File: config.mk
export PLATFORM = sky130hd
export DESIGN_NAME = cnsd_map
export DESIGN_NICKNAME = d
export VERILOG_FILES = /design/src/rtl/cnsd_pkg.sv /design/src/rtl/cnsd_map.sv
export VERILOG_INCLUDE_DIRS = /design/src /design/src/rtl
export SDC_FILE = /design/constraint.sdc
export NUM_CORES = 2
export LEC_CHECK = 0
export ABC_CLOCK_PERIOD_IN_PS = 6200
export BUFFER_PORTS_ARGS = -buffer_cell sky130_fd_sc_hd__buf_2
export CORE_MARGIN = 2
export CORE_UTILIZATION = 50
export CTS_BUF_LIST = sky130_fd_sc_hd__clkbuf_4 sky130_fd_sc_hd__clkbuf_8 sky130_fd_sc_hd__clkbuf_16
export DETAILED_ROUTE_END_ITERATION = 10
export GPL_ROUTABILITY_DRIVEN = 0
export PLACE_DENSITY = 0.78
export SLEW_MARGIN = 10
export SYNTH_ARGS = -nofsm -noshare
export SYNTH_HDL_FRONTEND = slang
export SYNTH_SLANG_ARGS = --single-unit
File: constraint.sdc
create_clock -name clk -period 6.2 [get_ports clk]
set_input_delay 0.62 -clock clk [delete_from_list [all_inputs] [get_ports clk]]
set_output_delay 0.62 -clock clk [all_outputs]
set_load 0.1 [all_outputs]
File: src/rtl/assert_macros.svh
// Assertion macros shared by the scaler RTL.
// No dependencies; included by the files that carry assertions.
`ifndef ASSERT_MACROS_SVH
`define ASSERT_MACROS_SVH

`ifndef SYNTHESIS
// property must hold at every clock edge outside reset
`define ASSERT_CLK(lbl, clk, rst_n, prop, msg) \
  lbl: assert property (@(posedge clk) disable iff (!rst_n) prop) else $error(msg);
// expression must never be true outside reset
`define ASSERT_NEVER(lbl, clk, rst_n, expr, msg) \
  lbl: assert property (@(posedge clk) disable iff (!rst_n) !(expr)) else $error(msg);
`else
`define ASSERT_CLK(lbl, clk, rst_n, prop, msg)
`define ASSERT_NEVER(lbl, clk, rst_n, expr, msg)
`endif

`endif

File: src/rtl/cnsd_pkg.sv
// Shared constants, register codes and types for the centred RGB565 scaler.
// No dependencies; imported by every module of the block but cnsd_ram.
package cnsd_pkg;

  localparam int unsigned MAX_SIDE    = 96;
  localparam int unsigned SIDE_W      = 7;
  localparam int unsigned ADDR_W      = 14;
  localparam int unsigned STORE_DEPTH = MAX_SIDE * MAX_SIDE;
  localparam int unsigned COLOR_W     = 16;
  localparam int unsigned Q8_W        = 9;
  localparam int unsigned Q8_ONE      = 256;
  localparam int unsigned SCALE_MIN   = 26;
  localparam int unsigned CFG_IDX_W   = 2;
  // reciprocal of the drawn side: ceil(2^RECIP_SHIFT / d), exact for u*s < 9216
  localparam int unsigned RECIP_SHIFT = 21;
  localparam int unsigned RECIP_W     = RECIP_SHIFT + 1;
  localparam int unsigned RECIP_ONE   = 1 << RECIP_SHIFT;
  localparam int unsigned DIV_CNT_W   = $clog2(RECIP_W);
  localparam int unsigned PROD_W      = ADDR_W + RECIP_W;

  localparam logic OP_WRITE = 1'b0;
  localparam logic OP_READ  = 1'b1;

  typedef enum logic [CFG_IDX_W-1:0] {
    CFG_CANVAS_SIDE,
    CFG_IMAGE_SIDE,
    CFG_SCALE,
    CFG_BRIGHTNESS
  } cfg_reg_t;

  typedef enum logic [1:0] {
    ST_SCALE,
    ST_DIV,
    ST_DONE
  } setup_state_t;

  // geometry derived from the configuration registers
  typedef struct packed {
    logic              busy;
    logic [SIDE_W-1:0] c;
    logic [SIDE_W-1:0] s;
    logic [SIDE_W-1:0] d;
    logic [SIDE_W-1:0] off;
    logic [RECIP_W-1:0] recip;
    logic [Q8_W-1:0]   bq;
  } geom_t;

  // store access request leaving the mapping pipeline
  typedef struct packed {
    logic               is_read;
    logic               wr_ok;
    logic               drawn;
    logic               cerr;
    logic [COLOR_W-1:0] color;
    logic [ADDR_W-1:0]  addr;
  } mem_req_t;

endpackage

File: src/rtl/cnsd_map.sv
// Four-stage coordinate mapping: canvas bounds, offset removal, scaling by
// the image side and by the drawn-side reciprocal, store index. Uses cnsd_pkg.
`include "assert_macros.svh"

module cnsd_map (
  input  logic                          clk,
  input  logic                          rst_n,
  input  logic                          in_valid,
  output logic                          in_ready,
  input  logic                          in_opcode,
  input  logic [cnsd_pkg::ADDR_W-1:0]   in_source_address,
  input  logic [cnsd_pkg::COLOR_W-1:0]  in_source_color,
  input  logic [cnsd_pkg::SIDE_W-1:0]   in_canvas_x,
  input  logic [cnsd_pkg::SIDE_W-1:0]   in_canvas_y,
  input  cnsd_pkg::geom_t               geom,
  output logic                          req_valid,
  output cnsd_pkg::mem_req_t            req,
  input  logic                          req_ready
);
  import cnsd_pkg::*;

  logic v1_r, v2_r, v3_r, v4_r;
  logic load1, load2, load3, load4;
  mem_req_t it1_r, it2_r, it3_r, it4_r, it1_nxt, it4_nxt;
  logic [SIDE_W-1:0] u1_r, w1_r, u_nxt, w_nxt;
  logic [ADDR_W-1:0] nx2_r, ny2_r;
  logic [SIDE_W-1:0] qx3_r, qy3_r;
  logic [PROD_W-1:0] prod_x, prod_y;
  logic              x_in, y_in, cerr;

  assign load4    = !v4_r || req_ready;
  assign load3    = !v3_r || load4;
  assign load2    = !v2_r || load3;
  assign load1    = !v1_r || load2;
  assign in_ready = load1;

  // stage 1: bounds and offset
  always_comb begin
    u_nxt = in_canvas_x - geom.off;
    w_nxt = in_canvas_y - geom.off;
    cerr  = (in_canvas_x >= geom.c) || (in_canvas_y >= geom.c);
    x_in  = (in_canvas_x >= geom.off) && (u_nxt < geom.d);
    y_in  = (in_canvas_y >= geom.off) && (w_nxt < geom.d);
    it1_nxt.is_read = (in_opcode == OP_READ);
    it1_nxt.wr_ok   = (in_source_address < ADDR_W'(STORE_DEPTH));
    it1_nxt.drawn   = !cerr && x_in && y_in;
    it1_nxt.cerr    = cerr;
    it1_nxt.color   = in_source_color;
    it1_nxt.addr    = in_source_address;
  end

  // stage 3: floor(n / d) as (n * ceil(2^21 / d)) >> 21
  assign prod_x = PROD_W'(nx2_r) * PROD_W'(geom.recip);
  assign prod_y = PROD_W'(ny2_r) * PROD_W'(geom.recip);

  always_comb begin
    it4_nxt = it3_r;
    if (it3_r.is_read) begin
      it4_nxt.addr = ADDR_W'(qy3_r) * ADDR_W'(geom.s) + ADDR_W'(qx3_r);
    end
  end

  always_ff @(posedge clk) begin
    if (!rst_n) begin
      v1_r <= 1'b0;
      v2_r <= 1'b0;
      v3_r <= 1'b0;
      v4_r <= 1'b0;
    end else begin
      if (load1) v1_r <= in_valid;
      if (load2) v2_r <= v1_r;
      if (load3) v3_r <= v2_r;
      if (load4) v4_r <= v3_r;
    end
  end

  always_ff @(posedge clk) begin
    if (load1) begin
      it1_r <= it1_nxt;
      u1_r  <= u_nxt;
      w1_r  <= w_nxt;
    end
    if (load2) begin
      it2_r <= it1_r;
      nx2_r <= ADDR_W'(u1_r) * ADDR_W'(geom.s);
      ny2_r <= ADDR_W'(w1_r) * ADDR_W'(geom.s);
    end
    if (load3) begin
      it3_r <= it2_r;
      qx3_r <= prod_x[RECIP_SHIFT +: SIDE_W];
      qy3_r <= prod_y[RECIP_SHIFT +: SIDE_W];
    end
    if (load4) begin
      it4_r <= it4_nxt;
    end
  end

  assign req_valid = v4_r;
  assign req       = it4_r;

  `ASSERT_CLK(a_idx_in_store, clk, rst_n, (req_valid && req.is_read && req.drawn) |-> (req.addr < ADDR_W'(STORE_DEPTH)), "mapped source index beyond the store")

endmodule

==> reports/qor.csv <==
stage,metric,value,unit
routing,Post-Route WL,61.0,mm
die,Die ar.,0.0575,sq mm
routing,routed vias/inst,5.12,
logic_synthesis,"top cells by count, synth","inv_1, fa_1, nand2_1",
global_routing,met2 Resource Use GR,39.6,%
die,# IOs,145,
logic_synthesis,"Seq/Total Area, Yosys",21.0,%
logic_synthesis,share of the synthesized area in the top cell type,36.1,%
global_routing,All-Layer GR Usage,22.5,%
die,chip width,240,um
timing,highest clock rate,0.163,GHz
timing,Least-Margin Pin Slew,0.942,ns
setup_path,most frequent CP cell,fa_1,
global_routing,pin count of the biggest net entering global routing,49,
global_routing,met3 usage,3.25,%
logic_synthesis,synth top area cells,"fa_1, edfxtp_1, ha_1",
finish,Multi-input gate area,0.0194,sq mm
timing,final worst path period need,6.13,ns
global_routing,first-pass GRT wire length,102,mm
logic_synthesis,Most used DFF post-synth,edfxtp_1,
setup_path,slowest cell on the critical path,fa_1,
die,core area,0.0550,sq mm
timing,Final Skew,0.0137,ns
logic_synthesis,"Avg Cell Area, Syn",10.0,sq um
routing,DRT iter0 DRCs,1144,
routing,DRT Pass-1 Iters,5,
global_routing,initial antenna violation count,3,
global_routing,met1 Use GR,28.4,%
timing,Slew Limit Headroom,37.2,%
flow_run,max_cap viols,0,
clock_tree,CTS Buf Count,17,
global_routing,vias in the first global route,20800,
timing,endpoints failing hold,0,
setup_path,WP data required,6.39,ns
clock_tree,CTS H-Tree Depth,4,
finish,Finished Layout Cells,3722,
logic_synthesis,Syn Nets,3641,
clock_tree,CTS Hold Bufs,0,
finish,Fillers,4538,
logic_synthesis,share of synthesized registers carrying an async set or reset,0,%
die,initial core utilization,50.5,%
setup_path,crit path cell chain,buf_6 -> and2_4 -> fa_1 -> inv_1 -> fa_1 -> fa_1 -> inv_2 -> fa_1 -> fa_1 -> inv_1 -> fa_1 -> inv_2 -> ha_4 -> nand4_1 -> or3_4 -> a211oi_2 -> buf_4 -> o2111a_2 -> nor3_4 -> o21bai_2 -> xor2_1 -> buf_4,
logic_synthesis,cell with the most instances after synthesis,inv_1,
placed_design,post-placement cell area,0.0302,sq mm
finish,share of layout cells above drive strength 1,13.1,%
placed_design,total placed cells including tap cells,3670,
clock_tree,CTS tree,built,
clock_tree,clock-pin slew on the worst setup and hold paths,0.08,ns
routing,Routed WL per cell,16.4,um
finish,post-route design area,0.0312,sq mm
routing,Final ANT Viol Nets,0,
placed_design,count of input and output buffers,134,
routing,DR DRC count,0,
timing,Final setup viols,0,
finish,Storage cell area,0.00585,sq mm
logic_synthesis,"EDFF count, synth",192,
min_path,Hold Crit Class,in2reg,
global_routing,gr ovfl total,0,
setup_path,crit-path max FO,3,
timing,period utilization,98.8,%
clock_tree,CTS sink cnt,196,
logic_synthesis,Post-Syn Instances,2767,
run_status,status,"finished, final reports clean",
global_routing,GR peak layer,met2,
setup_path,CP endpoint kind,flop,
routing,Vias,19100,
finish,synthesis-to-layout area growth,12.5,%
setup_path,Worst Setup Start Kind,flop,
logic_synthesis,post-synth cell types,55,
setup_path,crit-path max cell delay,0.53,ns
clock_tree,insertion delay to the later sink of the worst-skew pair,0.44,ns
clock_tree,clock root buffer,clkbuf_16,
setup_path,Worst Path Arrival,6.32,ns
setup_path,crit path kind,reg2reg,
timing,RSZ-0062 raised after global routing,true,
timing,Final Max Tran Viols,0,
die,Die Y,240,um
finish,# nets final,3833,
logic_synthesis,largest area contributor in the synthesized netlist,fa_1,
placed_design,DP HPWL,49.2,mm
logic_synthesis,Synthesis Warnings,0,
logic_synthesis,Mapped Area,0.0278,sq mm
die,row cnt,86,
setup_path,"reg-to-reg slack, setup",0.07,ns
clock_tree,Max Root-Sink Buffers,2,
logic_synthesis,"FF+latch count, synth",196,
## placed cells by master (no fill, tap or decap), types with 16 or more instances in the layout
cell type	Yosys	final
buf_12	0	19
nor3_1	16	16
fa_1	501	496
a21oi_1	47	44
o21ai_0	29	26
nand2_1	418	416
a21o_1	16	16
buf_4	0	123
buf_2	0	137
ha_1	264	257
clkbuf_16	0	17
inv_1	613	604
edfxtp_1	192	192
xnor2_1	68	67
nor2_1	34	34
and2_1	317	309
## stage by stage
stage | setup TNS (ns) | hold slack, ns | setup slack (ns) | utilization (%)
2_1_floorplan | 0 | 0.400 | 0.0432 | -
3_3_place_gp | -2.41 | 0.400 | -0.330 | 54.9
3_5_place_dp | -2.36 | 0.405 | -0.332 | 54.9
4_1_cts | 0 | 0.339 | 0.0126 | 56.2
5_1_grt | -0.175 | 0.331 | -0.0798 | 56.8
6_report | 0 | 0.354 | 0.0737 | 56.8
## cell type report
class | instances | area share, %
clock buffers | 18 | 1.39
inverters | 613 | 7.37
flip-flops and latches | 196 | 18.7
diodes | 2 | 0.0160
clock inverters | 14 | 0.569
repair buffers | 293 | 6.87
well taps | 748 | 3.00
multi-input cells | 1838 | 62.1
## registers in the layout (all words and copies together) (netlist names), 7 cells and up
name and count:
qx3_r 7, ny2_r 14, it2_r 34, qy3_r 7
w1_r 7, it1_r 34, u1_r 7, it3_r 34
req 34, nx2_r 14
## critical path, delay by kind of cell (launching register included)
| family | cells | cell delay, ns |
|---|---|---|
| fa+ha+maj | 7 | 3.27 |
| simple gates | 4 | 0.70 |
| buf+inv | 7 | 0.67 |
| compound gates | 3 | 0.63 |
| flops | 1 | 0.49 |
| xor+xnor | 1 | 0.11 |
## metal layers
layer,routed length [um],vias to the layer above
li1,-,8715
met1,24700,9561
met2,30400,649
met3,3720,139
met4,2190,4
met5,23,-
## final timing paths
path	startpoint	endpoint	cells past startpoint
worst max-delay path	ny2_r[13]$_DFFE_PP_	qy3_r[3]$_DFFE_PP_	22
worst min-delay path	in_source_color[14]	it1_r[28]$_DFFE_PP_	1
worst max register to register	ny2_r[13]$_DFFE_PP_	qy3_r[3]$_DFFE_PP_	22
worst min register to register	it2_r[12]$_DFFE_PP_	it3_r[12]$_DFFE_PP_	0
## kinds of logic (layout without fill, tap and decap cells)
logic type	Yosys count	after routing	synth area share [%]
flip-flops	196	196	21.0
XOR/XNOR	82	82	2.59
AO/OA/AOI/OAI	146	146	3.39
AND/OR/NAND/NOR	837	837	14.7
multiplexers	8	8	0.324
adder cells (fa/ha/maj)	765	765	48.0
buffers and inverters	733	938	9.93
other	0	2	0
## what timing repair did
item                       4_1_cts  5_1_grt
setup endpoints to repair        4       11
gates cloned                     0        3
setup buffers                    1       16
pin swaps                        3       34
gates resized for setup          8       55
Power is left out: the tool's default activity adds up to more than one toggle a clock period on the data nets, which glitch-free logic cannot reach.
