**config.mk**
```make
export PLATFORM = sky130hd
export DESIGN_NAME = cnsd_setup
export DESIGN_NICKNAME = d
export VERILOG_FILES = /design/src/rtl/cnsd_pkg.sv /design/src/rtl/cnsd_setup.sv
export VERILOG_INCLUDE_DIRS = /design/src /design/src/rtl
export SDC_FILE = /design/constraint.sdc
export NUM_CORES = 1
export LEC_CHECK = 0
export BUFFER_PORTS_ARGS = -buffer_cell sky130_fd_sc_hd__clkbuf_2
export CORE_MARGIN = 4
export CORE_UTILIZATION = 50
export DETAILED_ROUTE_END_ITERATION = 8
export HOLD_SLACK_MARGIN = 0.05
export MAX_ROUTING_LAYER = met4
export PLACE_DENSITY = 0.77
export SLEW_MARGIN = 0
export SYNTH_ARGS = -nofsm -noshare
export SYNTH_HDL_FRONTEND = slang
export SYNTH_SLANG_ARGS = --single-unit
```
**constraint.sdc**
```tcl
create_clock -name clk -period 12.25 [get_ports clk]
set_clock_uncertainty 0.15 [all_clocks]
set_input_delay 1.8375 -clock clk [delete_from_list [all_inputs] [get_ports clk]]
set_output_delay 1.8375 -clock clk [all_outputs]
set_load 0.1 [all_outputs]
```
**src/rtl/assert_macros.svh**
```systemverilog
// Assertion macros shared by the scaler RTL.
// No dependencies; included by the files that carry assertions.
`ifndef ASSERT_MACROS_SVH
`define ASSERT_MACROS_SVH

`ifndef SYNTHESIS
// property must hold at every clock edge outside reset
`define ASSERT_CLK(lbl, clk, rst_n, prop, msg) \
  lbl: assert property (@(posedge clk) disable iff (!rst_n) prop) else $error(msg);
// expression must never be true outside reset
`define ASSERT_NEVER(lbl, clk, rst_n, expr, msg) \
  lbl: assert property (@(posedge clk) disable iff (!rst_n) !(expr)) else $error(msg);
`else
`define ASSERT_CLK(lbl, clk, rst_n, prop, msg)
`define ASSERT_NEVER(lbl, clk, rst_n, expr, msg)
`endif

`endif

```
**src/rtl/cnsd_pkg.sv**
```systemverilog
// Shared constants, register codes and types for the centred RGB565 scaler.
// No dependencies; imported by every module of the block but cnsd_ram.
package cnsd_pkg;

  localparam int unsigned MAX_SIDE    = 96;
  localparam int unsigned SIDE_W      = 7;
  localparam int unsigned ADDR_W      = 14;
  localparam int unsigned STORE_DEPTH = MAX_SIDE * MAX_SIDE;
  localparam int unsigned COLOR_W     = 16;
  localparam int unsigned Q8_W        = 9;
  localparam int unsigned Q8_ONE      = 256;
  localparam int unsigned SCALE_MIN   = 26;
  localparam int unsigned CFG_IDX_W   = 2;
  // reciprocal of the drawn side: ceil(2^RECIP_SHIFT / d), exact for u*s < 9216
  localparam int unsigned RECIP_SHIFT = 21;
  localparam int unsigned RECIP_W     = RECIP_SHIFT + 1;
  localparam int unsigned RECIP_ONE   = 1 << RECIP_SHIFT;
  localparam int unsigned DIV_CNT_W   = $clog2(RECIP_W);
  localparam int unsigned PROD_W      = ADDR_W + RECIP_W;

  localparam logic OP_WRITE = 1'b0;
  localparam logic OP_READ  = 1'b1;

  typedef enum logic [CFG_IDX_W-1:0] {
    CFG_CANVAS_SIDE,
    CFG_IMAGE_SIDE,
    CFG_SCALE,
    CFG_BRIGHTNESS
  } cfg_reg_t;

  typedef enum logic [1:0] {
    ST_SCALE,
    ST_DIV,
    ST_DONE
  } setup_state_t;

  // geometry derived from the configuration registers
  typedef struct packed {
    logic              busy;
    logic [SIDE_W-1:0] c;
    logic [SIDE_W-1:0] s;
    logic [SIDE_W-1:0] d;
    logic [SIDE_W-1:0] off;
    logic [RECIP_W-1:0] recip;
    logic [Q8_W-1:0]   bq;
  } geom_t;

  // store access request leaving the mapping pipeline
  typedef struct packed {
    logic               is_read;
    logic               wr_ok;
    logic               drawn;
    logic               cerr;
    logic [COLOR_W-1:0] color;
    logic [ADDR_W-1:0]  addr;
  } mem_req_t;

endpackage

```
**src/rtl/cnsd_setup.sv**
```systemverilog
// Configuration registers and derived geometry: drawn side, offset and a
// reciprocal of the drawn side from a bit-serial divider. Uses cnsd_pkg.
`include "assert_macros.svh"

module cnsd_setup (
  input  logic                            clk,
  input  logic                            rst_n,
  input  logic                            cfg_we,
  input  logic [cnsd_pkg::CFG_IDX_W-1:0]  cfg_index,
  input  logic [cnsd_pkg::Q8_W-1:0]       cfg_data,
  output cnsd_pkg::geom_t                 geom
);
  import cnsd_pkg::*;

  logic [SIDE_W-1:0]    canvas_side_r, image_side_r;
  logic [Q8_W-1:0]      scale_r, bright_r;
  setup_state_t         state_r, state_nxt;
  logic [SIDE_W-1:0]    c_r, s_r, d_r, off_r, rem_r;
  logic [Q8_W-1:0]      bq_r;
  logic [RECIP_W-1:0]   quo_r;
  logic [DIV_CNT_W-1:0] cnt_r;

  logic [SIDE_W-1:0]    c_sat, s_sat, d_lim;
  logic [Q8_W-1:0]      sc_sat, bq_sat;
  logic [15:0]          scale_prod;
  logic [7:0]           d_raw;
  logic [SIDE_W:0]      trial;
  logic                 ge;

  always_ff @(posedge clk) begin
    if (!rst_n) begin
      canvas_side_r <= SIDE_W'(MAX_SIDE);
      image_side_r  <= SIDE_W'(MAX_SIDE);
      scale_r       <= Q8_W'(Q8_ONE);
      bright_r      <= Q8_W'(Q8_ONE);
    end else if (cfg_we) begin
      case (cfg_reg_t'(cfg_index))
        CFG_CANVAS_SIDE: canvas_side_r <= cfg_data[SIDE_W-1:0];
        CFG_IMAGE_SIDE:  image_side_r  <= cfg_data[SIDE_W-1:0];
        CFG_SCALE:       scale_r       <= cfg_data;
        CFG_BRIGHTNESS:  bright_r      <= cfg_data;
        default: ;
      endcase
    end
  end

  // saturate the registers to their meaningful ranges
  always_comb begin
    c_sat  = (canvas_side_r > SIDE_W'(MAX_SIDE)) ? SIDE_W'(MAX_SIDE) : canvas_side_r;
    s_sat  = (image_side_r > SIDE_W'(MAX_SIDE)) ? SIDE_W'(MAX_SIDE) :
             ((image_side_r == '0) ? SIDE_W'(1) : image_side_r);
    sc_sat = (scale_r < Q8_W'(SCALE_MIN)) ? Q8_W'(SCALE_MIN) :
             ((scale_r > Q8_W'(Q8_ONE)) ? Q8_W'(Q8_ONE) : scale_r);
    bq_sat = (bright_r > Q8_W'(Q8_ONE)) ? Q8_W'(Q8_ONE) : bright_r;
    scale_prod = 16'(c_sat) * 16'(sc_sat);
    d_raw = scale_prod[15:8];
    if (d_raw == '0) begin
      d_lim = SIDE_W'(1);
    end else begin
      d_lim = d_raw[SIDE_W-1:0];
    end
    if (d_lim > c_sat) begin
      d_lim = c_sat;
    end
  end

  // restoring divider step, one quotient bit per cycle
  assign trial = {rem_r, quo_r[RECIP_W-1]};
  assign ge    = trial >= {1'b0, d_r};

  always_ff @(posedge clk) begin
    if (!rst_n) begin
      state_r <= ST_SCALE;
    end else begin
      state_r <= state_nxt;
    end
  end

  always_comb begin
    state_nxt = state_r;
    case (state_r)
      ST_SCALE: state_nxt = ST_DIV;
      ST_DIV:   state_nxt = (cnt_r == DIV_CNT_W'(RECIP_W - 1)) ? ST_DONE : ST_DIV;
      ST_DONE:  state_nxt = ST_DONE;
      default:  state_nxt = ST_SCALE;
    endcase
    if (cfg_we) begin
      state_nxt = ST_SCALE;
    end
  end

  always_ff @(posedge clk) begin
    case (state_r)
      ST_SCALE: begin
        c_r   <= c_sat;
        s_r   <= s_sat;
        bq_r  <= bq_sat;
        d_r   <= d_lim;
        off_r <= SIDE_W'((c_sat - d_lim) >> 1);
        // dividend 2^21 + d - 1 gives the rounded-up quotient
        quo_r <= RECIP_W'(RECIP_ONE) + RECIP_W'(d_lim) - RECIP_W'(1);
        rem_r <= '0;
        cnt_r <= '0;
      end
      ST_DIV: begin
        rem_r <= ge ? SIDE_W'(trial - {1'b0, d_r}) : trial[SIDE_W-1:0];
        quo_r <= {quo_r[RECIP_W-2:0], ge};
        cnt_r <= cnt_r + DIV_CNT_W'(1);
      end
      default: ;
    endcase
  end

  always_comb begin
    geom.busy  = (state_r != ST_DONE);
    geom.c     = c_r;
    geom.s     = s_r;
    geom.d     = d_r;
    geom.off   = off_r;
    geom.recip = quo_r;
    geom.bq    = bq_r;
  end

  `ASSERT_CLK(a_recip_ceil, clk, rst_n, (state_r == ST_DONE && d_r != '0) |-> ((32'(quo_r) * 32'(d_r) >= 32'(RECIP_ONE)) && (32'(quo_r) * 32'(d_r) < 32'(RECIP_ONE) + 32'(d_r))), "reciprocal of drawn side is not rounded up")
  `ASSERT_CLK(a_cfg_restarts, clk, rst_n, cfg_we |=> geom.busy, "config write did not restart setup")

endmodule

```
==> results of run 1 <==
## worst min-delay path: cells and delay by family, from the launching register on
family / cells / cell delay [ns]
AOI/OAI and AO/OA: 1 / 0.06
DFF: 1 / 0.31
and+or+nand+nor: 1 / 0.04
## placed cells by master (no fill, tap or decap), types with 5 or more instances in the layout
| master | synthesis | layout |
|---|---|---|
| a21oi_1 | 35 | 35 |
| nor3_1 | 6 | 6 |
| clkinv_1 | 5 | 5 |
| inv_1 | 48 | 48 |
| dfxtp_1 | 34 | 34 |
| a21o_1 | 21 | 21 |
| o21ai_0 | 16 | 16 |
| nor2b_1 | 30 | 30 |
| ha_1 | 55 | 55 |
| a21boi_0 | 14 | 14 |
| and2_1 | 9 | 9 |
| edfxtp_1 | 70 | 70 |
| xnor2_1 | 13 | 13 |
| or2_2 | 5 | 5 |
| a211oi_1 | 7 | 7 |
| nand3_1 | 18 | 18 |
| fa_1 | 35 | 35 |
| mux2i_1 | 18 | 18 |
| o211ai_1 | 7 | 7 |
| and3_1 | 8 | 8 |
| clkbuf_16 | 0 | 9 |
| clkbuf_2 | 0 | 72 |
| nand2b_1 | 11 | 11 |
| xor2_1 | 6 | 6 |
| nand2_1 | 66 | 66 |
| nor2_1 | 83 | 82 |
## layer usage
layer,share of wire,up-vias
met5,0,-
met4,0.016,0
met3,0.052,23
met2,0.50,159
met1,0.44,2605
li1,-,2604
## flip-flops by register name, summed over array words and instances (netlist names)
signal         cells
cnt_r              5
quo_r             22
rem_r              7
canvas_side_r      7
s_r                7
image_side_r       7
c_r                7
off_r              6
bq_r               9
state_r            2
scale_r            9
d_r                7
bright_r           9
## layout make-up
class                      instances  area (sq um)  share of cell area
multi-input combinational        527          3994              0.5071
clock inverter                     6         50.05            0.006354
clock buffer                      10         239.0             0.03034
tap                              180         225.2             0.02859
inverter                          54         202.7             0.02573
timing repair buffer              75         382.9             0.04861
sequential                       104          2783              0.3533
## worst min path at each step
| stage | startpoint | end | slack (ns) | depth (start not counted) |
|---|---|---|---|---|
| 4_1_cts | bright_r[2] | bright_r[2] | 0.32 | 2 |
| 3_5_place_dp | bright_r[2] | bright_r[2] | 0.31 | 2 |
| 2_1_floorplan | bright_r[1] | bright_r[1] | 0.29 | 2 |
| 6_report | bright_r[5] | bright_r[5] | 0.31 | 2 |
| 3_3_place_gp | bright_r[2] | bright_r[2] | 0.30 | 2 |
| 5_1_grt | bright_r[5] | bright_r[5] | 0.35 | 2 |
## report_power, final
part           switching, W  total, W  internal [W]
logic              0.000268  0.000337     0.0000691
registers         0.0000205  0.000431      0.000410
clock network      0.000131  0.000277      0.000147
total              0.000419   0.00105      0.000626
## per-stage QoR
step / util / total power (W) / hold WS, ns
finish: 0.5674 / 0.001045 / 0.3129
global route: 0.5674 / 0.001087 / 0.3482
global placement: 0.5466 / 0.0007700 / 0.3008
CTS: 0.5674 / 0.001051 / 0.3164
floorplan: - / 0.0007177 / 0.2888
detailed placement: 0.5466 / 0.0007742 / 0.3066
## kinds of logic (layout without fill, tap and decap cells)
family	after synthesis	count (layout)	synth area share
AND/OR/NAND/NOR	268	268	0.1892
AO/OA/AOI/OAI	130	130	0.1262
flip-flops	104	104	0.3925
adder cells (fa/ha/maj)	90	90	0.1959
buffers and inverters	82	145	0.04518
XOR/XNOR	19	19	0.02347
multiplexers	19	19	0.02700
other	1	1	0.0005290
==> results.sh, run 1 <==
export IMPL_status="finished, final reports clean"
export IMPL_seq_area_frac_synth=0.3925
export IMPL_p_leak_nw=3.719
export IMPL_crit_top_cell="inv_1"
export IMPL_placed_cells=940
export IMPL_core_sq_mm=0.01388
export IMPL_setup_viol=0
export IMPL_reg2reg_slack_ns=3.16
export IMPL_place_hpwl_um=12030
export IMPL_grt_overflow=0
export IMPL_use_met2=0.3319
export IMPL_h_tree_depth=3
export IMPL_fin_nets=875
export IMPL_chipHeight_um=127.1
export IMPL_rr_endpoint="off_r[5]"
export IMPL_yosys_area_top_type="edfxtp_1"
export IMPL_final_max_slew_viol_count=0
export IMPL_ys_types=69
export IMPL_path_buf_inv=6
export IMPL_postPlaceCellArea_sq_mm=0.007587
export IMPL_path_clk_slew_ns=0.07
export IMPL_cts_setup_buffers=0
export IMPL_rr_startpoint="canvas_side_r[6]"
export IMPL_cts_tree="built"
export IMPL_die_area_sq_mm=0.01615
export IMPL_p_per_area_mw_per_mm2=132.7
export IMPL_startpoint_type="flip-flop"
export IMPL_grtUsageMet1=0.2710
export IMPL_final_layout_size_suffix_gt1_frac=0.1405
export IMPL_critPathCapture="off_r[5]"
export IMPL_cp_data_required_time_ns=12.20
export IMPL_worstSkewPairLatency_ns=0.34
export IMPL_grt_use_total=0.2055
export IMPL_synth_seq_cells=104
export IMPL_grt_pass1_wl_um=25960
export IMPL_crit_fanout=10
export IMPL_cts_resized=0
export IMPL_final_hold_viol_count=0
export IMPL_grt_use_met3=0.03846
export IMPL_fin_crit_ns=9.091
export IMPL_cp_arrival_ns=9.04
export IMPL_gp_congestion=0.9450
export IMPL_hold_class="reg2reg"
export IMPL_clock_path_buffers=2
export IMPL_grt_busiest_layer="met2"
export IMPL_rsz0062_at_grt="no"
export IMPL_cts_hold_buf=0
export IMPL_grt_pass1_vias=5159
export IMPL_initial_core_util=0.5107
export IMPL_fill_cells=1204
export IMPL_drt_total_wl_um=15810
export IMPL_ant_nets=0
export IMPL_cts_buffers=9
export IMPL_antenna_found_initial=0
export IMPL_fmax_mhz=110.0
export IMPL_synth_avg_cell_area_sq_um=9.943
export IMPL_cts_root_buf="clkbuf_16"
export IMPL_critPathLaunch="canvas_side_r[6]"
export IMPL_io_pins=74
export IMPL_fin_ws_ns=3.159
export IMPL_r2r_cells=35
export IMPL_synth_edff_count=70
export IMPL_instances_no_fill=956
export IMPL_grt_max_degree=37
export IMPL_synth_top_area_frac=0.2965
export IMPL_timing_max_cap_violations=0
export IMPL_diodes=0
export IMPL_die_x_um=127.1
export IMPL_setup_tns_ns=0
export IMPL_synth_most_common_cell="nor2_1"
export IMPL_ys_top_cells_by_count="nor2_1, edfxtp_1, nand2_1"
export IMPL_synth_top_flop_cell="edfxtp_1"
export IMPL_worstMarginPinSlew_ns=1.027
export IMPL_crit_type="reg2reg"
export IMPL_vias=5391
export IMPL_vias_per_cell=5.639
export IMPL_endpoint_kind="flip-flop"
export IMPL_wl_per_cell_um=16.54
export IMPL_worst_path_stages=35
export IMPL_synth_top_cells_by_area="edfxtp_1, fa_1, ha_1"
export IMPL_syn_inst=713
export IMPL_num_rows=43
export IMPL_timing_final_crit_share=0.7421
export IMPL_ir_drop_mv=0.08650
export IMPL_synth_nets=817
export IMPL_cts_sinks=104
export IMPL_first_pass_iters=5
export IMPL_yosysWarningCount=0
export IMPL_dpl_worst_slack_ns=3.143
export IMPL_netlist_area_sq_mm=0.007089
export IMPL_final_cell_area_sq_mm=0.007876
export IMPL_area_delta_synth_final_pct=11.10
export IMPL_drcViolationCount=0
export IMPL_relSlewSlack=0.3134
export IMPL_synth_async_reset_ratio=0
export IMPL_cp_slowest_cell="mux2i_1"
export IMPL_max_stage_delay_ns=0.55
export IMPL_numPortBuffers=72
export IMPL_crit_family="compound AO/OA/AOI/OAI gates"
export IMPL_drt_iter0_markers=515
No activity file was read; power rests on OpenSTA's default activity.
==> run 2: changes to the inputs <==
Settings changed: PLACE_DENSITY 0.77 to 0.8.
Clock period 12.25 ns to 7.3 ns, I/O delays scaled along.
==> run 2 against run 1 <==
The run now ends with setup timing left. Combinational power rose by 95%. Die area did not move. Flip-flop and latch count did not move. Power rose by 77%. Critical path depth shrank 3. Via count is 11% higher. Wire length rose by 11%. Fmax rose by 22%. Sequential power rose by 67%. Register-to-register slack lost 3.3 ns. Sequential share of layout area is 4.6 points lower. Worst setup slack got worse by 3.3 ns. Largest cell class unchanged.
==> results.sh, run 2 (same netlist as run 1, synthesis figures left out) <==
export IMPL_r2r_cells=32
export IMPL_setup_viol=2
export IMPL_p_total_w=0.001846
export IMPL_final_layout_size_suffix_gt1_frac=0.3274
export IMPL_post_route_util=0.6553
export IMPL_top_register="quo_r"
export IMPL_reg2reg_slack_ns=-0.12
export IMPL_final_hold_viol_count=0
export IMPL_io_pins=74
export IMPL_cp_arrival_ns=7.37
export IMPL_cts_sinks=104
export IMPL_antenna_found_initial=0
export IMPL_wl_per_cell_um=16.38
export IMPL_core_sq_mm=0.01388
export IMPL_first_pass_iters=5
export IMPL_die_area_sq_mm=0.01615
export IMPL_grt_busiest_layer="met2"
export IMPL_min_to="bright_r[3]"
export IMPL_cts_hold_buf=0
export IMPL_crit_fanout=8
export IMPL_die_x_um=127.1
export IMPL_ir_drop_mv=0.1493
export IMPL_layout_common_cells="buf_4, nor2_1, clkbuf_2, edfxtp_1, nand2_1"
export IMPL_crit_type="reg2reg"
export IMPL_cp_data_required_time_ns=7.25
export IMPL_numPortBuffers=72
export IMPL_vias_per_cell=5.572
export IMPL_grtUsageMet1=0.2902
export IMPL_grt_pass1_vias=5959
export IMPL_drcViolationCount=0
export IMPL_drt_total_wl_um=17560
export IMPL_status="finished, violations left"
export IMPL_grt_max_degree=37
export IMPL_grt_overflow=0
export IMPL_violations="setup timing"
export IMPL_hold_start="bright_r[3]"
export IMPL_initial_core_util=0.5107
export IMPL_relSlewSlack=0.3085
export IMPL_path_clk_slew_ns=0.07
export IMPL_cts_root_buf="clkbuf_16"
export IMPL_fin_ws_ns=-0.1229
export IMPL_startpoint_type="flip-flop"
export IMPL_grt_use_total=0.2273
export IMPL_drt_iter0_markers=469
export IMPL_chipHeight_um=127.1
export IMPL_worstSkewPairLatency_ns=0.35
export IMPL_rr_endpoint="off_r[5]"
export IMPL_path_buf_inv=1
export IMPL_crit_top_cell="fa_2"
export IMPL_cp_slowest_cell="fa_2"
export IMPL_timing_final_crit_share=1.017
export IMPL_grt_pass1_wl_um=28860
export IMPL_crit_family="adder cells"
export IMPL_fin_nets=991
export IMPL_h_tree_depth=3
export IMPL_endpoint_kind="flip-flop"
export IMPL_final_common_cell="buf_4"
export IMPL_hold_class="reg2reg"
export IMPL_hold_depth=2
export IMPL_use_met2=0.3770
export IMPL_fill_cells=1012
export IMPL_cts_buffers=9
export IMPL_area_delta_synth_final_pct=28.31
export IMPL_timing_max_cap_violations=0
export IMPL_worstMarginPinSlew_ns=1.035
export IMPL_diodes=0
export IMPL_final_max_slew_viol_count=0
export IMPL_grt_use_met3=0.03846
export IMPL_fmax_mhz=134.7
export IMPL_clock_path_buffers=2
export IMPL_cts_tree="built"
export IMPL_largest_reg_flops=22
export IMPL_holdWs_ns=0.3120
export IMPL_max_stage_delay_ns=0.61
export IMPL_p_per_area_mw_per_mm2=203.0
export IMPL_rr_startpoint="scale_r[7]"
export IMPL_vias=5973
export IMPL_gp_congestion=0.9257
export IMPL_place_hpwl_um=13160
export IMPL_rsz0062_at_grt="yes"
export IMPL_fin_crit_ns=7.423
export IMPL_ant_nets=0
export IMPL_num_rows=43
export IMPL_p_leak_nw=4.293
## run 2: final cells by class
cell class / count / area [sq um] / share of cell area
flip-flops and latches: 104 / 2793 / 0.3070
clock inverters: 6 / 50.05 / 0.005502
multi-input cells: 527 / 4322 / 0.4751
inverters: 54 / 210.2 / 0.02311
clock buffers: 10 / 239.0 / 0.02627
well taps: 180 / 225.2 / 0.02476
repair buffers: 191 / 1257 / 0.1382
## run 2: tightest hold or removal path, stage by stage (launching register included)
cell	delay [ns]
dfxtp_1	0.31
nand2_1	0.04
a21boi_0	0.06
## run 2: how the worst max path moves through the flow
stage / startpoint / to / slack [ns] / depth (start not counted)
5_1_grt: scale_r[7] / off_r[4] / -0.49 / 30
3_5_place_dp: scale_r[7] / off_r[5] / -0.26 / 37
3_3_place_gp: scale_r[7] / quo_r[6] / -0.10 / 31
4_1_cts: scale_r[5] / off_r[5] / -0.08 / 33
2_1_floorplan: scale_r[7] / off_r[5] / -0.04 / 35
6_report: scale_r[7] / off_r[5] / -0.12 / 32
## run 2: what timing repair did
action / CTS / global route
setup endpoints to repair: 23 / 28
pin swaps: 14 / 12
buffers inserted: 8 / 1
resized for setup: 19 / 24
## run 2: where the power goes
part | leakage (nW) | internal [W] | total, W | switching (W)
logic | 3.10 | 0.000179 | 0.000657 | 0.000478
registers | 1.05 | 0.000688 | 0.000719 | 0.0000311
clock network | 0.141 | 0.000246 | 0.000470 | 0.000224
total | 4.29 | 0.00111 | 0.00185 | 0.000734
## run 2: metal layers
metal  part of all wire  routed length (um)  vias to the layer above
li1                   -                   -                     2832
met1               0.41                7275                     2827
met2               0.49                8659                      264
met3              0.067                1175                       50
met4              0.026                 452                        0
met5                  0                   0                        -
## run 2: metrics by stage
step / worst slack, ns / cell area (sq um) / std cells / TNS (ns)
2_1_floorplan: -0.03864 / 7300 / 713 / -0.05104
3_3_place_gp: -0.1032 / 8579 / 1047 / -0.9112
3_5_place_dp: -0.2586 / 8579 / 1047 / -3.368
4_1_cts: -0.07628 / 8992 / 1071 / -0.1357
5_1_grt: -0.4874 / 9096 / 1072 / -5.318
6_report: -0.1229 / 9096 / 1072 / -0.2071
==> run 3: changes to the inputs <==
Settings changed: ABC_AREA from default to 1.
==> run 3 against run 2 <==
Via count decreased by 2.4%. The run now ends clean. Fmax increased by 4.2%. Count of clock-buffer cells in the layout decreased by 1.
==> results.sh, run 3 <==
export IMPL_netlist_area_sq_mm=0.007003
export IMPL_crit_type="reg2reg"
export IMPL_cts_buffers=9
export IMPL_yosysWarningCount=0
export IMPL_io_pins=74
export IMPL_vias_per_cell=5.369
export IMPL_grt_pass1_vias=5616
export IMPL_setup_viol=0
export IMPL_setup_tns_ns=0
export IMPL_die_x_um=126.3
export IMPL_wl_per_cell_um=15.69
export IMPL_p_leak_nw=4.150
export IMPL_first_pass_iters=5
export IMPL_drt_iter0_markers=425
export IMPL_cp_arrival_ns=7.08
export IMPL_status="finished, final reports clean"
export IMPL_final_layout_size_suffix_gt1_frac=0.2648
export IMPL_swShare=0.4734
export IMPL_gp_congestion=0.9178
export IMPL_ant_nets=0
export IMPL_final_hold_viol_count=0
export IMPL_cts_tree="built"
export IMPL_grt_use_total=0.2133
export IMPL_clock_path_buffers=2
export IMPL_fmax_mhz=140.4
export IMPL_p_clk_frac=0.194
export IMPL_grt_max_degree=37
export IMPL_worstSkewPairLatency_ns=0.35
export IMPL_numPortBuffers=72
export IMPL_yosys_area_top_type="edfxtp_1"
export IMPL_fin_crit_ns=7.121
export IMPL_hold_class="reg2reg"
export IMPL_cts_root_buf="clkbuf_16"
export IMPL_worstMarginPinSlew_ns=1.042
export IMPL_chipHeight_um=126.3
export IMPL_synth_top_cells_by_area="edfxtp_1, fa_1, ha_1"
export IMPL_initial_core_util=0.5206
export IMPL_antenna_found_initial=0
export IMPL_crit_top_cell="nand2_1"
export IMPL_reg2reg_slack_ns=0.18
export IMPL_cp_data_required_time_ns=7.26
export IMPL_top_register="quo_r"
export IMPL_ir_drop_mv=0.2004
export IMPL_ys_top_cells_by_count="nand2_1, inv_1, nor2_1"
export IMPL_endpoint_kind="flip-flop"
export IMPL_place_hpwl_um=12440
export IMPL_area_delta_synth_final_pct=20.35
export IMPL_path_clk_slew_ns=0.08
export IMPL_ys_types=48
export IMPL_synth_most_common_cell="nand2_1"
export IMPL_synth_async_reset_ratio=0
export IMPL_grt_overflow=0
export IMPL_synth_seq_cells=104
export IMPL_cts_sinks=104
export IMPL_timing_max_cap_violations=0
export IMPL_p_sw_w=0.001144
export IMPL_fin_ws_ns=0.1794
export IMPL_fin_nets=1009
export IMPL_synth_edff_count=70
export IMPL_cp_slowest_cell="fa_1"
export IMPL_synth_top_flop_cell="edfxtp_1"
export IMPL_largest_reg_flops=22
export IMPL_layout_common_cells="nand2_1, inv_1, nor2_1, clkbuf_2, edfxtp_1"
export IMPL_internal_power_w=0.001273
export IMPL_relSlewSlack=0.3035
export IMPL_drcViolationCount=0
export IMPL_startpoint_type="flip-flop"
export IMPL_timing_final_crit_share=0.9754
export IMPL_num_rows=42
export IMPL_max_stage_delay_ns=0.63
export IMPL_vias=5831
export IMPL_dpl_worst_slack_ns=-0.2643
export IMPL_synth_avg_cell_area_sq_um=8.809
export IMPL_synth_nets=899
export IMPL_drt_total_wl_um=17040
export IMPL_synth_top_area_frac=0.3002
export IMPL_grt_pass1_wl_um=27290
export IMPL_seq_area_frac_synth=0.3974
export IMPL_final_max_slew_viol_count=0
export IMPL_post_route_util=0.6265
export IMPL_combPwrFrac=0.486
export IMPL_p_per_area_mw_per_mm2=286.8
export IMPL_diodes=0
export IMPL_core_sq_mm=0.01345
export IMPL_instances_no_fill=1086
export IMPL_final_common_cell="nand2_1"
export IMPL_die_area_sq_mm=0.01596
export IMPL_syn_inst=795
export IMPL_holdWs_ns=0.3277
export IMPL_crit_fanout=5
export IMPL_placed_cells=1058
export IMPL_h_tree_depth=3
export IMPL_seqPwrFrac=0.320
run 3: cell types whose count changed after synthesis, moves of 9 or more:
cell,change
a21oi_1,+18
nor2b_1,-30
nand2b_1,-11
nand2_1,+72
xnor2_1,-11
and2_1,-9
a21o_1,-17
o21ai_0,+31
inv_1,+64
mux2i_1,-18
a21boi_0,-14
nor2_1,+24
nand2_2,+10
run 3: worst paths after layout:
check                         end  depth (start not counted)       startpoint
hold reg to reg   image_side_r[3]                          2  image_side_r[3]
setup / recovery         off_r[4]                         38       scale_r[3]
setup reg to reg         off_r[4]                         38       scale_r[3]
hold / removal    image_side_r[3]                          2  image_side_r[3]
run 3: per-stage QoR:
step,instance area [sq um],total power [W]
2_1_floorplan,7003,0.001654
6_report,8428,0.002417
3_3_place_gp,7769,0.001846
4_1_cts,8110,0.002348
3_5_place_dp,7769,0.001866
5_1_grt,8428,0.002534
run 3: kinds of logic after synthesis:
kind of cell	Yosys count	share of synthesized area
AO/OA/AOI/OAI	128	0.1029
XOR/XNOR	11	0.01483
adder cells (fa/ha/maj)	90	0.1983
buffers and inverters	141	0.07754
flip-flops	104	0.3974
other	1	0.0005355
AND/OR/NAND/NOR	320	0.2085
run 3: routing by layer:
layer / up-vias / track usage / part of all wire
li1: 2826 / - / -
met1: 2762 / 0.2861 / 0.42
met2: 225 / 0.3387 / 0.49
met3: 18 / 0.02984 / 0.071
met4: 0 / 0.06625 / 0.014
met5: - / - / 0
run 3: what timing repair did:
| action | 4_1_cts | 5_1_grt |
|---|---|---|
| hold buffers | 0 | 0 |
| pin swaps | 2 | 25 |
| cloned | 0 | 0 |
| setup endpoints to repair | 13 | 26 |
| resized for setup | 12 | 70 |
| setup buffers | 2 | 9 |
run 3: cell type report:
class,count,area [sq um]
Clock buffer,9,225.2
Clock inverter,7,62.56
Fill cell,1064,5025
Inverter,122,467.9
Multi-Input combinational cell,550,3944
Sequential cell,104,2794
Tap cell,176,220.2
Timing Repair Buffer,118,714.4
run 3: worst max-delay path: cells and delay by family (launching register included):
kind / cells / cell delay (ns)
buffers and inverters: 6 / 0.56
DFF: 1 / 0.36
adders and majority gates: 7 / 2.70
and+or+nand+nor: 14 / 1.31
AOI/OAI and AO/OA: 11 / 1.78
run 3: power groups by stage:
stage | sequential [W] | combinational (W) | clock, W
6_report | 0.000773 | 0.00117 | 0.000469
5_1_grt | 0.000781 | 0.00126 | 0.000497
2_1_floorplan | 0.00124 | 0.000414 | 0
3_5_place_dp | 0.000784 | 0.00108 | 0
4_1_cts | 0.000773 | 0.00110 | 0.000472
3_3_place_gp | 0.000783 | 0.00106 | 0
